`src/bitmap_font_text_renderer_macros.svh`:
```
`ifndef BITMAP_FONT_TEXT_RENDERER_MACROS_SVH
`define BITMAP_FONT_TEXT_RENDERER_MACROS_SVH

// Same-cycle implication, sampled on clk_i, off while rst_ni is low.
`define BFTR_ASSERT_IMPL(lbl, ante, cons) \
  lbl: assert property (@(posedge clk_i) disable iff (!rst_ni) (ante) |-> (cons)) \
    else $error("bftr: same-cycle check failed");

// Next-cycle implication, sampled on clk_i, off while rst_ni is low.
`define BFTR_ASSERT_NEXT(lbl, ante, cons) \
  lbl: assert property (@(posedge clk_i) disable iff (!rst_ni) (ante) |=> (cons)) \
    else $error("bftr: next-cycle check failed");

`endif

```
`src/bftr_pkg.sv`:
```
`timescale 1ns / 1ps
`default_nettype none

package bftr_pkg;

  localparam int GLYPH_COUNT    = 256;
  localparam int MAX_GLYPH_ROWS = 32;

  localparam int CODE_W  = 8;
  localparam int GROW_W  = 5;
  localparam int PAT_W   = 32;
  localparam int ADDR_W  = 30;
  localparam int CUR_W   = 16;
  localparam int SCR_W   = 13;
  localparam int PITCH_W = 14;
  localparam int FONT_W  = 6;
  localparam int CFG_W   = 14;
  localparam int CIDX_W  = 3;

  localparam int STORE_DEPTH = GLYPH_COUNT * MAX_GLYPH_ROWS;
  localparam int STORE_AW    = (STORE_DEPTH > 1) ? $clog2(STORE_DEPTH) : 1;
  localparam int ROW_W       = (MAX_GLYPH_ROWS > 1) ? $clog2(MAX_GLYPH_ROWS) : 1;

  localparam int QUEUE_DEPTH = 4;
  localparam int QPTR_W      = $clog2(QUEUE_DEPTH);
  localparam int QCNT_W      = $clog2(QUEUE_DEPTH + 1);

  localparam logic [CUR_W-1:0]  CUR_MAX      = '1;
  localparam logic [CODE_W-1:0] NEWLINE_CODE = CODE_W'(10);

  typedef enum logic {
    CMD_LOAD  = 1'b0,
    CMD_PRINT = 1'b1
  } cmd_e;

  typedef enum logic [CIDX_W-1:0] {
    CFG_SCREEN_WIDTH  = 3'd0,
    CFG_SCREEN_HEIGHT = 3'd1,
    CFG_PITCH_WORDS   = 3'd2,
    CFG_FONT_WIDTH    = 3'd3,
    CFG_FONT_HEIGHT   = 3'd4
  } cfg_idx_e;

  // Effective settings: font sizes already clamped.
  typedef struct packed {
    logic [SCR_W-1:0]   sw;
    logic [SCR_W-1:0]   sh;
    logic [PITCH_W-1:0] pitch;
    logic [FONT_W-1:0]  fw;
    logic [FONT_W-1:0]  fh;
  } cfg_t;

  typedef struct packed {
    logic              is_load;
    logic [CODE_W-1:0] code;
    logic [GROW_W-1:0] grow;
    logic [PAT_W-1:0]  pattern;
    logic [CUR_W-1:0]  col;
    logic [CUR_W-1:0]  row;
  } job_t;

  function automatic logic [PAT_W-1:0] low_mask(input logic [FONT_W-1:0] n);
    if (n >= FONT_W'(PAT_W)) begin
      return '1;
    end
    return (PAT_W'(1) << n) - PAT_W'(1);
  endfunction

  function automatic logic [CUR_W-1:0] sat_add(input logic [CUR_W-1:0] a,
                                               input logic [FONT_W-1:0] b);
    logic [CUR_W:0] s;
    s = {1'b0, a} + (CUR_W+1)'(b);
    return s[CUR_W] ? CUR_MAX : s[CUR_W-1:0];
  endfunction

endpackage

`default_nettype wire

```
`src/bftr_queue.sv`:
```
`timescale 1ns / 1ps
`default_nettype none
`include "bitmap_font_text_renderer_macros.svh"

module bftr_queue (
  input  wire logic           clk_i,
  input  wire logic           rst_ni,
  input  wire logic           push_i,
  input  wire bftr_pkg::job_t job_i,
  output logic                full_o,
  input  wire logic           pop_i,
  output logic                valid_o,
  output bftr_pkg::job_t      job_o
);

  bftr_pkg::job_t              slot_q [bftr_pkg::QUEUE_DEPTH];
  logic [bftr_pkg::QPTR_W-1:0] wptr_q, rptr_q;
  logic [bftr_pkg::QCNT_W-1:0] count_q;

  assign full_o  = (count_q == bftr_pkg::QCNT_W'(bftr_pkg::QUEUE_DEPTH));
  assign valid_o = (count_q != '0);
  assign job_o   = slot_q[rptr_q];

  always_ff @(posedge clk_i) begin
    if (push_i) begin
      slot_q[wptr_q] <= job_i;
    end
  end

  always_ff @(posedge clk_i or negedge rst_ni) begin
    if (!rst_ni) begin
      wptr_q  <= '0;
      rptr_q  <= '0;
      count_q <= '0;
    end else begin
      if (push_i) begin
        wptr_q <= (wptr_q == bftr_pkg::QPTR_W'(bftr_pkg::QUEUE_DEPTH - 1)) ? '0
                                                                            : wptr_q + 1'b1;
      end
      if (pop_i) begin
        rptr_q <= (rptr_q == bftr_pkg::QPTR_W'(bftr_pkg::QUEUE_DEPTH - 1)) ? '0
                                                                            : rptr_q + 1'b1;
      end
      if (push_i && !pop_i) begin
        count_q <= count_q + 1'b1;
      end else if (pop_i && !push_i) begin
        count_q <= count_q - 1'b1;
      end
    end
  end

  `BFTR_ASSERT_NEXT(a_count_grows, push_i && !pop_i, count_q == bftr_pkg::QCNT_W'($past(count_q) + 1'b1))
  `BFTR_ASSERT_IMPL(a_no_pop_empty, pop_i, valid_o)

endmodule

`default_nettype wire

```
`config.mk`:
```
export PLATFORM = sky130hd
export DESIGN_NAME = bftr_queue
export DESIGN_NICKNAME = d
export VERILOG_FILES = /design/src/bftr_pkg.sv /design/src/bftr_queue.sv
export VERILOG_INCLUDE_DIRS = /design/src /design/src/src
export SDC_FILE = /design/constraint.sdc
export NUM_CORES = 1
export LEC_CHECK = 0
export BUFFER_PORTS_ARGS = -buffer_cell sky130_fd_sc_hd__buf_2
export CORE_MARGIN = 2
export CORE_UTILIZATION = 51
export CTS_CLUSTER_DIAMETER = 60
export DETAILED_ROUTE_END_ITERATION = 6
export PLACE_DENSITY = 0.85
export SYNTH_ARGS = -nofsm -noshare
export SYNTH_HDL_FRONTEND = slang
export SYNTH_SLANG_ARGS = --single-unit
export TNS_END_PERCENT = 50
```
`constraint.sdc`:
```
create_clock -name clk_i -period 2.8 [get_ports clk_i]
set_input_delay 0.14 -clock clk_i [delete_from_list [all_inputs] [get_ports clk_i]]
set_output_delay 0.14 -clock clk_i [all_outputs]
set_load 0.02 [all_outputs]
```
* Word level (Yosys, flattened, before mapping)
Memory sizes are Yosys's and may differ from the RTL's.
Index checks and enable logic that the tools add are counted.
W data, S select, Z words.
** Storage, ports and cells
- Memories kept :: 1
- Input port bits :: 82
- Bits in registers :: 7
- Word-level logic and storage cells :: 23
- Memory bits (writable) :: 312
** Operators by class
- Equal/unequal tests :: 3
- $add $sub $neg :: 4
- Reduce and logical (&&, ||, !) cells :: 6
- Multiplexer cells :: 6
** Memory list
- slot_q :: words 4, width 78, rd ports 1, clocked after memory_dff 0, write ports 1, line bftr_queue.sv:16 : bftr_pkg::job_t slot_q [bftr_pkg::QUEUE_DEPTH];
** Operator list (number)
- $mux W3 :: 2
- $add A2 B1 Y2 const B :: 2
- $eq A2 B2 Y1 const B :: 2
- $mux W2 :: 2
- $add A3 B1 Y3 const B :: 1
- $eq A3 B3 Y1 const B :: 1
- $reduce_bool A3 Y1 :: 1
- $sub A3 B1 Y3 const B :: 1
- $logic_and A1 B1 Y1 :: 2
- $logic_not A1 Y1 :: 2
- $mux W1 :: 2
- $reduce_bool A2 Y1 :: 1

* Logic depth before layout (Yosys ltp)
- Word-level depth :: 4
- Depth in mapped cells :: 7

* Least setup slack after synthesis
No wires, ideal clock.
- Path kind :: reg2reg
- Start point :: register wptr_q[0] (netlist name)
- End point :: memory slot_q[0][0] (netlist name) (enable)
- Data required time :: 2355 ps
- Setup slack :: -87 ps
- Stages on the path, launching flop included :: 4
- Clock period less this slack :: 2887 ps
- Arrival :: 2443 ps
- Buffers on the path :: 0
- Cells stage by stage :: dfrtp_1 > inv_1 > ha_1 > and2_1
** RTL lines
- from (decl) :: line bftr_queue.sv:17 : logic [bftr_pkg::QPTR_W-1:0] wptr_q, rptr_q;
- from (signal assigned) :: line bftr_queue.sv:37 : wptr_q <= (wptr_q == bftr_pkg::QPTR_W'(bftr_pkg::QUEUE_DEPTH - 1)) ? '0
- to (decl) :: line bftr_queue.sv:16
Straight into the memory's write port.

==> metrics.txt <==
synthesized area about 12000 sq um; Seq cells post-synth 319; DP HPWL 12200 um; vias between 5000 and 6000; CP arrival 2430 ps; top_reg_cell synth edfxtp_1; Post-Syn Instances 445; Clk Latency, worst-skew pair ~490 ps; Root Driver clkbuf_16; slew margin rel. 0.287; Via-to-Cell Ratio approximately 5.4; Psw approximately 0.0046 W; Final setup viols 0; setup ws final 229 ps; Rows 55; Ports ~160; Max Fclk between 300 and 400 MHz; Sw Ratio 0.299; Layout area overhead 25.8%; Area after DPL about 13000 sq um; min-delay worst type in2async; setup TNS 0 ps; area leader, netlist edfxtp_1; Inserted Clock Buffers 34; critical path type reg2out; CP max stage delay around 1100 ps; asr flop ratio synth 0.0219; post-synthesis simple-gate area fraction 0.00490; die extent in x 156 um; YS warnings 0; Worst Tran Pin Value 1070 ps; Clk network pwr share 0.286; Reg2Reg Setup Slack 910 ps; share of the synthesized area in the top cell type 0.797; FF-to-FF End rptr_q[1]$_DFFE_PN0P_; crit path launch type flop; Final Power ~0.015 W; CP max FO between 70 and 80; clk_skew about 6 ps; Die Ht between 150 and 200 um; DR WL/cell approximately 21 um; Tcrit/Tclk final 0.918; synth top area cells edfxtp_1 80%, mux4_2 15%, dfrtp_1 1.5%, buf_12 1.4%, ha_1 0.64%; max-cap check violation count 0; Iter 0 DRT Violations approximately 340; die area around 24000 sq um; maximum number of pins on one net before global-route repair between 70 and 80; most frequent cells in the layout 312 x edfxtp_1, 161 x buf_2, 81 x dlygate4sd3_1, 78 x mux4_2, 37 x clkbuf_16; Seq/Total Area, Yosys 0.812; highest routed layer met4; Worst Setup End Kind output pin; dpl ws around 730 ps; CTS sink count 319; worst flop-to-flop path startpoint rptr_q[1]$_DFFE_PN0P_; fin nets between 800 and 900; fraction of layout cells with a size suffix above 1 0.415; initial antenna violation count 1; EDFF count, synth around 310; gpl congestion between 0.7 and 0.8; Comb power frac 0.280; fin. max-slew vios 0; TritonRoute pass-1 iters 4; total track usage 0.178; Static Leak just over 5 nW; PwrDens around 1000 nW/um^2; final hold slack 33.9 ps; Final Critical Period 2570 ps; area of the core 22600 sq um; routed wire length roughly 22000 um; Synth Area in XOR/XNOR 0.00223; vias in the first global route around 6000; Pint between 0.01 and 0.015 W; Max rail drop VDD 0.732 mV; Synth Net Count about 530; # DRC 0; Post-Route M1 WL approximately 8800 um; outcome complete, no violations; main combinational cell family by area after synthesis multiplexers; cell area after layout around 15000 sq um; met3 wire len approximately 1000 um; commonest non-fill, non-tap cell in the layout edfxtp_1; TritonCTS clock tree yes; complex-gate fraction of the synthesized area 0.000851; Mean Syn Cell Area 26.4 sq um; Initial Utilization 0.519; required time of the critical path between 2000 and 3000 ps; mux share of post-synthesis cell area 0.152; first-pass GRT wire length 32800 um; H-tree Lvls 2; Hold Vio Cnt, Final 0; Buf+Inv Stages, Crit Path 2; worst-case reg-to-reg path depth 2; cell breakdown of the critical path buf_4 > mux4_2 > buf_2; sequential share of power 0.434; RSZ-0062 raised after global routing no; Synth Area in Adders 0.00809; Worst-path clk slew ~60 ps; GR Overflow Total 0; CP max stage cell dfrtp_4; DR WL met2 11300 um; Final ANT Viol Nets 0; critical path's top delay family flip-flops; synth unique cells 19; Clock Tree Buf Depth 3; Port Buf Inserts roughly 160
## worst max-delay path by stage
stage,startpoint,to,slack [ps],cells after the start
after global routing,rptr_q[0]$_DFFE_PN0P_,job_o[34],110,3
final,rptr_q[1]$_DFFE_PN0P_,job_o[49],230,3
after CTS,rptr_q[1]$_DFFE_PN0P_,job_o[49],190,3
after global placement,rptr_q[1]$_DFFE_PN0P_,job_o[49],740,3
after detailed placement,rptr_q[1]$_DFFE_PN0P_,job_o[49],730,3
after floorplan,wptr_q[1]$_DFFE_PN0P_,slot_q[1][0]$_DFFE_PP_,-60,3
## sequential cells by signal (all words and copies together) (netlist names)
name     cells
wptr_q       2
count_q      3
slot_q     312
rptr_q       2
## power by group through the flow
stage               clock network (W)  registers (W)  logic [W]
floorplan                           0        0.00637    0.00344
global placement                    0        0.00670    0.00418
finish                        0.00438        0.00666    0.00430
global route                  0.00466        0.00675    0.00459
detailed placement                  0        0.00676    0.00425
CTS                           0.00448        0.00667    0.00436
## cell families after synthesis
group / after synthesis
buffers and inverters: 22
adders and majority gates: 7
xor gates and xnor gates: 3
muxes: 81
AOI/OAI and AO/OA: 2
DFF: 319
and+or+nand+nor: 11
## repair_timing
action | in CTS | in global routing
hold endpoints to repair | 322 | 0
hold buffers | 81 | 0
setup buffers | 0 | 0
gates resized for setup | 0 | 0
## layout make-up
class                           count  area (sq um)
Clock buffer                       41           941
Clock inverter                     20           178
Sequential cell                   319          9550
Tap cell                          285           357
Fill cell                        1428          7850
Inverter                            4          15.0
Timing Repair Buffer              252          1750
Multi-Input combinational cell    104          1990
Antenna cell                        1          2.50
## per-stage QoR
stage | utilization | instances
after global routing | 0.653 | 1026
after detailed placement | 0.568 | 883
after CTS | 0.653 | 1025
after global placement | 0.568 | 883
after floorplan | - | 445
final | 0.653 | 1026
## synthesized netlist by cell type (all sizes together), types with 2 or more instances
cell,number
dfrtp,7
mux2,3
xor2,2
o21ai,2
nor2,3
inv,4
ha,6
buf,18
nand2,2
edfxtp,312
and2,4
mux4,78
## routing by layer
metal | GRT usage | vias up
met4 | 0.0564 | 0
met2 | 0.311 | 173
met5 | 0 | -
li1 | - | 2452
met3 | 0.0381 | 32
met1 | 0.225 | 2883
Power figures use the tool's default switching activity.
