<file path="src/bitmap_font_text_renderer_macros.svh">
`ifndef BITMAP_FONT_TEXT_RENDERER_MACROS_SVH
`define BITMAP_FONT_TEXT_RENDERER_MACROS_SVH

// Same-cycle implication, sampled on clk_i, off while rst_ni is low.
`define BFTR_ASSERT_IMPL(lbl, ante, cons) \
  lbl: assert property (@(posedge clk_i) disable iff (!rst_ni) (ante) |-> (cons)) \
    else $error("bftr: same-cycle check failed");

// Next-cycle implication, sampled on clk_i, off while rst_ni is low.
`define BFTR_ASSERT_NEXT(lbl, ante, cons) \
  lbl: assert property (@(posedge clk_i) disable iff (!rst_ni) (ante) |=> (cons)) \
    else $error("bftr: next-cycle check failed");

`endif

</file>
<file path="src/bftr_pkg.sv">
`timescale 1ns / 1ps
`default_nettype none

package bftr_pkg;

  localparam int GLYPH_COUNT    = 256;
  localparam int MAX_GLYPH_ROWS = 32;

  localparam int CODE_W  = 8;
  localparam int GROW_W  = 5;
  localparam int PAT_W   = 32;
  localparam int ADDR_W  = 30;
  localparam int CUR_W   = 16;
  localparam int SCR_W   = 13;
  localparam int PITCH_W = 14;
  localparam int FONT_W  = 6;
  localparam int CFG_W   = 14;
  localparam int CIDX_W  = 3;

  localparam int STORE_DEPTH = GLYPH_COUNT * MAX_GLYPH_ROWS;
  localparam int STORE_AW    = (STORE_DEPTH > 1) ? $clog2(STORE_DEPTH) : 1;
  localparam int ROW_W       = (MAX_GLYPH_ROWS > 1) ? $clog2(MAX_GLYPH_ROWS) : 1;

  localparam int QUEUE_DEPTH = 4;
  localparam int QPTR_W      = $clog2(QUEUE_DEPTH);
  localparam int QCNT_W      = $clog2(QUEUE_DEPTH + 1);

  localparam logic [CUR_W-1:0]  CUR_MAX      = '1;
  localparam logic [CODE_W-1:0] NEWLINE_CODE = CODE_W'(10);

  typedef enum logic {
    CMD_LOAD  = 1'b0,
    CMD_PRINT = 1'b1
  } cmd_e;

  typedef enum logic [CIDX_W-1:0] {
    CFG_SCREEN_WIDTH  = 3'd0,
    CFG_SCREEN_HEIGHT = 3'd1,
    CFG_PITCH_WORDS   = 3'd2,
    CFG_FONT_WIDTH    = 3'd3,
    CFG_FONT_HEIGHT   = 3'd4
  } cfg_idx_e;

  // Effective settings: font sizes already clamped.
  typedef struct packed {
    logic [SCR_W-1:0]   sw;
    logic [SCR_W-1:0]   sh;
    logic [PITCH_W-1:0] pitch;
    logic [FONT_W-1:0]  fw;
    logic [FONT_W-1:0]  fh;
  } cfg_t;

  typedef struct packed {
    logic              is_load;
    logic [CODE_W-1:0] code;
    logic [GROW_W-1:0] grow;
    logic [PAT_W-1:0]  pattern;
    logic [CUR_W-1:0]  col;
    logic [CUR_W-1:0]  row;
  } job_t;

  function automatic logic [PAT_W-1:0] low_mask(input logic [FONT_W-1:0] n);
    if (n >= FONT_W'(PAT_W)) begin
      return '1;
    end
    return (PAT_W'(1) << n) - PAT_W'(1);
  endfunction

  function automatic logic [CUR_W-1:0] sat_add(input logic [CUR_W-1:0] a,
                                               input logic [FONT_W-1:0] b);
    logic [CUR_W:0] s;
    s = {1'b0, a} + (CUR_W+1)'(b);
    return s[CUR_W] ? CUR_MAX : s[CUR_W-1:0];
  endfunction

endpackage

`default_nettype wire

</file>
<file path="src/bftr_req_if.sv">
`timescale 1ns / 1ps
`default_nettype none

interface bftr_req_if;
  logic                         valid;
  logic                         ready;
  logic                         cmd;
  logic [bftr_pkg::CODE_W-1:0]  char_code;
  logic [bftr_pkg::GROW_W-1:0]  glyph_row;
  logic [bftr_pkg::PAT_W-1:0]   row_pattern;

  modport source (output valid, cmd, char_code, glyph_row, row_pattern, input ready);
  modport sink   (input valid, cmd, char_code, glyph_row, row_pattern, output ready);
endinterface

`default_nettype wire

</file>
<file path="src/bftr_front.sv">
`timescale 1ns / 1ps
`default_nettype none

module bftr_front (
  input  wire logic           clk_i,
  input  wire logic           rst_ni,
  bftr_req_if.sink            req,
  input  wire bftr_pkg::cfg_t cfg_i,
  input  wire logic           full_i,
  output logic                push_o,
  output bftr_pkg::job_t      job_o
);

  logic [bftr_pkg::CUR_W-1:0] col_q, col_d;
  logic [bftr_pkg::CUR_W-1:0] row_q, row_d;
  logic [bftr_pkg::CUR_W-1:0] col_adv, row_wrap;
  logic [bftr_pkg::CUR_W:0]   col_end, row_end;
  logic                       wrap, home, acc;

  assign req.ready = !full_i;
  assign acc       = req.valid && !full_i;

  assign job_o.is_load = (req.cmd == bftr_pkg::CMD_LOAD);
  assign job_o.code    = req.char_code;
  assign job_o.grow    = req.glyph_row;
  assign job_o.pattern = req.row_pattern;
  assign job_o.col     = col_q;
  assign job_o.row     = row_q;

  always_comb begin
    col_adv  = bftr_pkg::sat_add(col_q, cfg_i.fw);
    col_end  = {1'b0, col_adv} + (bftr_pkg::CUR_W+1)'(cfg_i.fw);
    wrap     = col_end > (bftr_pkg::CUR_W+1)'(cfg_i.sw);
    row_wrap = wrap ? bftr_pkg::sat_add(row_q, cfg_i.fh) : row_q;
    row_end  = {1'b0, row_wrap} + (bftr_pkg::CUR_W+1)'(cfg_i.fh);
    home     = row_end > (bftr_pkg::CUR_W+1)'(cfg_i.sh);
    col_d    = col_q;
    row_d    = row_q;
    push_o   = 1'b0;
    if (acc) begin
      if (req.cmd == bftr_pkg::CMD_LOAD) begin
        push_o = 1'b1;
      end else if (req.char_code == bftr_pkg::NEWLINE_CODE) begin
        col_d = '0;
        row_d = bftr_pkg::sat_add(row_q, cfg_i.fh);
      end else begin
        push_o = 1'b1;
        if (home) begin
          col_d = '0;
          row_d = '0;
        end else begin
          col_d = wrap ? '0 : col_adv;
          row_d = row_wrap;
        end
      end
    end
  end

  always_ff @(posedge clk_i or negedge rst_ni) begin
    if (!rst_ni) begin
      col_q <= '0;
      row_q <= '0;
    end else begin
      col_q <= col_d;
      row_q <= row_d;
    end
  end

endmodule

`default_nettype wire

</file>
<file path="src/flat_wrapper.sv">
// flat-port wrapper written by rule: the top's interface ports become plain ports
module bftr_front_flat 
  (clk_i, rst_ni, cfg_i, full_i, push_o, job_o, req_valid, req_cmd, req_char_code, req_glyph_row, req_row_pattern, req_ready);
  bftr_req_if req_i ();
  input  wire logic clk_i;
  input  wire logic rst_ni;
  input  wire bftr_pkg::cfg_t cfg_i;
  input  wire logic full_i;
  output logic push_o;
  output bftr_pkg::job_t job_o;
  input wire logic [$bits(req_i.valid)-1:0] req_valid;
  input wire logic [$bits(req_i.cmd)-1:0] req_cmd;
  input wire logic [$bits(req_i.char_code)-1:0] req_char_code;
  input wire logic [$bits(req_i.glyph_row)-1:0] req_glyph_row;
  input wire logic [$bits(req_i.row_pattern)-1:0] req_row_pattern;
  output wire logic [$bits(req_i.ready)-1:0] req_ready;
  assign req_i.valid = req_valid;
  assign req_i.cmd = req_cmd;
  assign req_i.char_code = req_char_code;
  assign req_i.glyph_row = req_glyph_row;
  assign req_i.row_pattern = req_row_pattern;
  assign req_ready = req_i.ready;
  bftr_front u_core (.clk_i(clk_i), .rst_ni(rst_ni), .req(req_i), .cfg_i(cfg_i), .full_i(full_i), .push_o(push_o), .job_o(job_o));
endmodule
</file>
<file path="config.mk">
export PLATFORM = sky130hd
export DESIGN_NAME = bftr_front_flat
export DESIGN_NICKNAME = d
export VERILOG_FILES = /design/src/bitmap_font_text_renderer_macros.svh /design/src/bftr_pkg.sv /design/src/bftr_req_if.sv /design/src/bftr_front.sv /design/src/flat_wrapper.sv
export SDC_FILE = /design/constraint.sdc
export NUM_CORES = 1
export LEC_CHECK = 0
export BUFFER_PORTS_ARGS = -buffer_cell sky130_fd_sc_hd__buf_4
export CELL_PAD_IN_SITES_DETAIL_PLACEMENT = 2
export CELL_PAD_IN_SITES_GLOBAL_PLACEMENT = 2
export CORE_MARGIN = 1.5
export CORE_UTILIZATION = 25
export DETAILED_ROUTE_END_ITERATION = 6
export PLACE_DENSITY_LB_ADDON = 0.1
export SLEW_MARGIN = 20
export SYNTH_ARGS = -nofsm -noshare
export SYNTH_HDL_FRONTEND = slang
export SYNTH_SLANG_ARGS = --single-unit
</file>
<file path="constraint.sdc">
create_clock -name clk_i -period 14 [get_ports clk_i]
set_clock_uncertainty 0.05 [all_clocks]
set_input_delay 1.4 -clock clk_i [delete_from_list [all_inputs] [get_ports clk_i]]
set_output_delay 1.4 -clock clk_i [all_outputs]
set_load 0.02 [all_outputs]
</file>
=== Yosys cells after proc, flatten, opt, wreduce, memory -nomap -nowiden ===
Index checks and enable logic that the tools add are counted.
W data, S select, Z words.

* Register bits: 32
* Word-level logic and storage cells: 24
* Input port bits: 102
* Output and inout port bits: 80

* Add/sub/neg operators: 4
* Eq/ne operators: 1
* Multiplexer cells: 11
* Reduce and logical (&&, ||, !) cells: 3
* Bitwise logic cells: 1
* Magnitude comparators: 2

{| class="wikitable"
|+ Operators by type and width
! kind !! count
|-
| $mux W16 || 8
|-
| $add A16 B6 Y17 || 4
|-
| $gt A17 B13 Y1 || 2
|-
| $eq A8 B4 Y1 const B || 1
|-
| $mux W1 || 3
|-
| $reduce_and A2 Y1 || 1
|-
| $logic_and A1 B1 Y1 || 1
|-
| $logic_not A1 Y1 || 1
|-
| $not A1 Y1 || 1
|}

=== Longest topological paths before layout ===
* Word-level depth: 9
* Depth in mapped cells: 51
* Gate-level depth less buffers: 48

=== Worst setup path before layout ===
Ideal clock, no wire load.

* Path type: input -> register
* From: input cfg_i[6] (netlist name)
* To: register u_core.row_q[8] (netlist name)
* Required time: 13.858 ns
* Cell stages on the path: 46
* Path slack: 2.694 ns
* Arrival time: 11.164 ns
* Library setup time: 0.092 ns
* Buffers on the path: 3
* Cells stage by stage: ha_1 fa_1 a21o_1 a41o_1 o211ai_1 clkbuf_1 nand2b_1 fa_1 a211oi_1 nor2_1 o21a_1 nor2_1 a21oi_1 nor2b_1 xnor2_1 ha_1 nand4_1 nor3_1 (+10 left out) a21oi_1 nor2b_1 o21ai_0 nor2b_1 o21ai_0 a22oi_1 o22ai_1 a21oi_1 a21oi_1 ha_1 a21o_1 a21oi_1 o21ai_0 a211o_1 a211oi_1 and3_1 or3b_4 o31ai_2

* Cells in the longest elaborated chain, start to end: 9

{| class="wikitable"
|+ RTL lines
! element !! line !! RTL
|-
| from (decl) || flat_wrapper.sv:7 || <nowiki>input wire bftr_pkg::cfg_t cfg_i;</nowiki>
|-
| $add A16 B6 Y17 || bftr_pkg.sv:72 || <nowiki>s = {1'b0, a} + (CUR_W+1)'(b);</nowiki>
|-
| $mux W16 || bftr_pkg.sv:73 || <nowiki>return s[CUR_W] ? CUR_MAX : s[CUR_W-1:0];</nowiki>
|-
| $add A16 B6 Y17 * || bftr_front.sv:32 || <nowiki>col_end = {1'b0, col_adv} + (bftr_pkg::CUR_W+1)'(cfg_i.fw);</nowiki>
|-
| $gt A17 B13 Y1 * || bftr_front.sv:33 || <nowiki>wrap = col_end > (bftr_pkg::CUR_W+1)'(cfg_i.sw);</nowiki>
|-
| $mux W16 * || bftr_front.sv:34 || <nowiki>row_wrap = wrap ? bftr_pkg::sat_add(row_q, cfg_i.fh) : row_q;</nowiki>
|-
| $add A16 B6 Y17 || bftr_front.sv:35 || <nowiki>row_end = {1'b0, row_wrap} + (bftr_pkg::CUR_W+1)'(cfg_i.fh);</nowiki>
|-
| $gt A17 B13 Y1 || bftr_front.sv:36 || <nowiki>home = row_end > (bftr_pkg::CUR_W+1)'(cfg_i.sh);</nowiki>
|-
| $mux W16 * || bftr_front.sv:48 || <nowiki>if (home) begin</nowiki>
|-
| $mux W16 * || bftr_front.sv:43 || <nowiki>end else if (req.char_code == bftr_pkg::NEWLINE_CODE) begin</nowiki>
|-
| to (signal assigned) || bftr_front.sv:65 || <nowiki>row_q <= row_d;</nowiki>
|-
| to (decl) || bftr_front.sv:15 || <nowiki>logic [bftr_pkg::CUR_W-1:0] row_q, row_d;</nowiki>
|}

Every way passes the cells marked *; elsewhere a longest branch is shown, timed or not.
A chain may end at the register's enable or synchronous reset.

=== Worst setup path in the final report ===
* From: input cfg_i[6] (netlist name)
* To: register u_core.row_q[1] (netlist name)

Same word-level chain as after synthesis.

==> out/results.txt <==
Most used DFF post-synth - dfrtp_1
Cell mode on critical path - a21oi_1
Met1 Usage GRT - 0.204
Yosys Warn Count - 0
Die width - 141 µm
Hold-fix buffers, CTS - 0
Yosys top cell area share - 0.168
Slew HR - 0.540
Die area - 19900 µm²
Count of final setup violators - 0
Clk Latency, worst-skew pair - 0.28 ns
Placed insts - 889
Max incr delay on CP - 0.57 ns
Post-synthesis sequential area ratio - 0.168
GRT met3 Usage - 0.0170
Most numerous cell in the Yosys netlist - nand2_1
Most frequent cells after synthesis - 53 x nand2_1, 51 x a21oi_1, 51 x ha_1
# IOs - 182
Synth area leaders - dfrtp_1 17%, ha_1 13%, buf_4 7.1%
Met2 Use GR - 0.329
Post-Place Worst Slack - 0.848 ns
Final setup TNS - 0 ns
Routed WL - 17100 µm
Antenna-violating nets left - 0
Core area - 18700 µm²
Syn avg cell area - 7.71 µm²
WL/cell - 19.1 µm
Largest net degree at the start of global routing - 33
WHS - 0.483 ns
Critical Path Fanout Max - 12
Initial antenna violation count - 0
RSZ-0062 raised after global routing - false
Post-route insts no fill - 896
CTS H-tree lvls - 2
Status - complete, no violations
Die height - 141 µm
Nets - 819
Pleak - 2.60 nW
CTS Buffer Depth - 2
Total GRT Usage - 0.172
Synth area leader - dfrtp_1
Initial Util - 0.255
Cell row count - 50
Setup bufs post-CTS - 0
Post-detailed-placement half-perimeter wirelength - 13900 µm
Area of the mapped netlist - 4770 µm²
EDFF count, synth - 0
Port bufs - 93
Reg2Reg Setup Slack - 2.07 ns
DRC viols - 0
Setup WS post-layout - 1.23 ns
Async SR Flop Fraction - 1.00
Worst Setup End Kind - flip-flop
Vias - 4777
Hold Fails Final Rpt - 0
Filler Cells Inserted - 2173
TritonCTS clock tree - yes
Cell count after synthesis - 619
Class of the worst hold path - flip-flop to flip-flop
VDD IR max - 42.9 µV
Flops & latches, synth - 32
Root buf cell - clkbuf_16
Vias/cell - 5.33
Slew @ Worst Pin - 0.684 ns
Fin crit period - 12.77 ns
Arrival time of the worst setup path - 12.94 ns
GR peak layer - met2
CP Class - input port to flip-flop
First-pass GRT wire length - 27400 µm
Period utilisation layout - 0.912
Drt pass-1 iters - 4
RD Place Congestion - 0.781
Critical path's slowest cell - a211oi_1
Final Power - 860 µW
GRT overflow - 0
Required @ worst endpoint - 14.17 ns
Post-placement cell area - 5390 µm²
Final core occ - 0.296
Worst-path clk slew - 0.05 ns
PD cells - 155 nW/µm²
Iter 0 DRT Violations - 256
Max Transition Viols Final - 0
Number of inserted diodes - 0
Final Cell Area - 5540 µm²
P&R area growth vs syn - 16.2%
Crit path buf inv count - 2
Fmax - 0.0783 GHz
Number of library cell types mapped by synthesis - 72
Vias in the first global route - 5217
Post-Syn Nets - 776
CTS sink cnt - 32
Layout cells sized above 1 - 0.202
Cts repair resizes - 0
Number of max-cap violations - 0
Top delay family on crit path - compound AO/OA/AOI/OAI gates
CTS buffer count - 5
CP Launch Type - input port
-- sequential cells by signal (all words and copies together), names as in the netlist --
| register | flops |
|---|---|
| u_core.row_q | 16 |
| u_core.col_q | 16 |
-- path summary, 6_finish.rpt --
check	startpoint	to	depth (start not counted)
max	cfg_i[6]	u_core.row_q[1]	47
min	u_core.col_q[2]	u_core.col_q[2]	2
max reg2reg	u_core.col_q[0]	u_core.row_q[1]	46
min reg2reg	u_core.col_q[2]	u_core.col_q[2]	2
max in group asynchronous	rst_ni	u_core.col_q[1]	1
min in group asynchronous	rst_ni	u_core.col_q[15]	1
-- where the power goes --
part / total, mW / internal (mW) / switching (mW)
clock network: 0.117 / 0.0747 / 0.0424
registers: 0.139 / 0.110 / 0.0287
logic: 0.604 / 0.248 / 0.356
total: 0.860 / 0.433 / 0.427
-- cells by family after synthesis --
group / Yosys count / share of synthesized area
XOR/XNOR: 26 / 0.0477
adder cells (fa/ha/maj): 55 / 0.151
AND/OR/NAND/NOR: 192 / 0.203
buffers and inverters: 105 / 0.123
AO/OA/AOI/OAI: 203 / 0.294
multiplexers: 6 / 0.0142
flip-flops: 32 / 0.168
-- tightest hold or removal path, cell delays in order, from the launching register on --
cell and delay [ns]:
dfrtp_1 0.37, nand2_1 0.06, o21ai_0 0.07
-- area by class of cell --
cell class                 count  area, µm²  share of cell area
clock buffer                   7        153              0.0275
inverter                      39        146              0.0264
multi-input combinational    482       3380               0.611
sequential                    32        801               0.144
tap                          234        293              0.0528
timing repair buffer         102        766               0.138
-- layout by cell type, fill, tap and decap left out, drive strengths merged, types with 4 or more instances in the layout --
cell type    n
and3         4
ha          51
clkbuf       7
o21ai       43
o21bai       4
fa           4
a211oi       9
nand4       11
nand2b      10
dfrtp       32
a22o         7
nor3        13
a21o        11
o21a        12
nor4         4
o211ai       7
a31oi       13
o31ai       11
xor2        14
xnor2       12
inv         39
and2         8
nor2        46
nor2b        6
or2          5
a21oi       53
nand2       53
a32o         5
buf        102
nand3       18
-- routing by layer --
metal / up-vias / wire, µm
met2: 76 / 9010
met4: 0 / 186
met5: - / 0
li1: 2287 / -
met1: 2392 / 7440
met3: 22 / 472
Note: power is estimated with default switching activity, not from simulation.
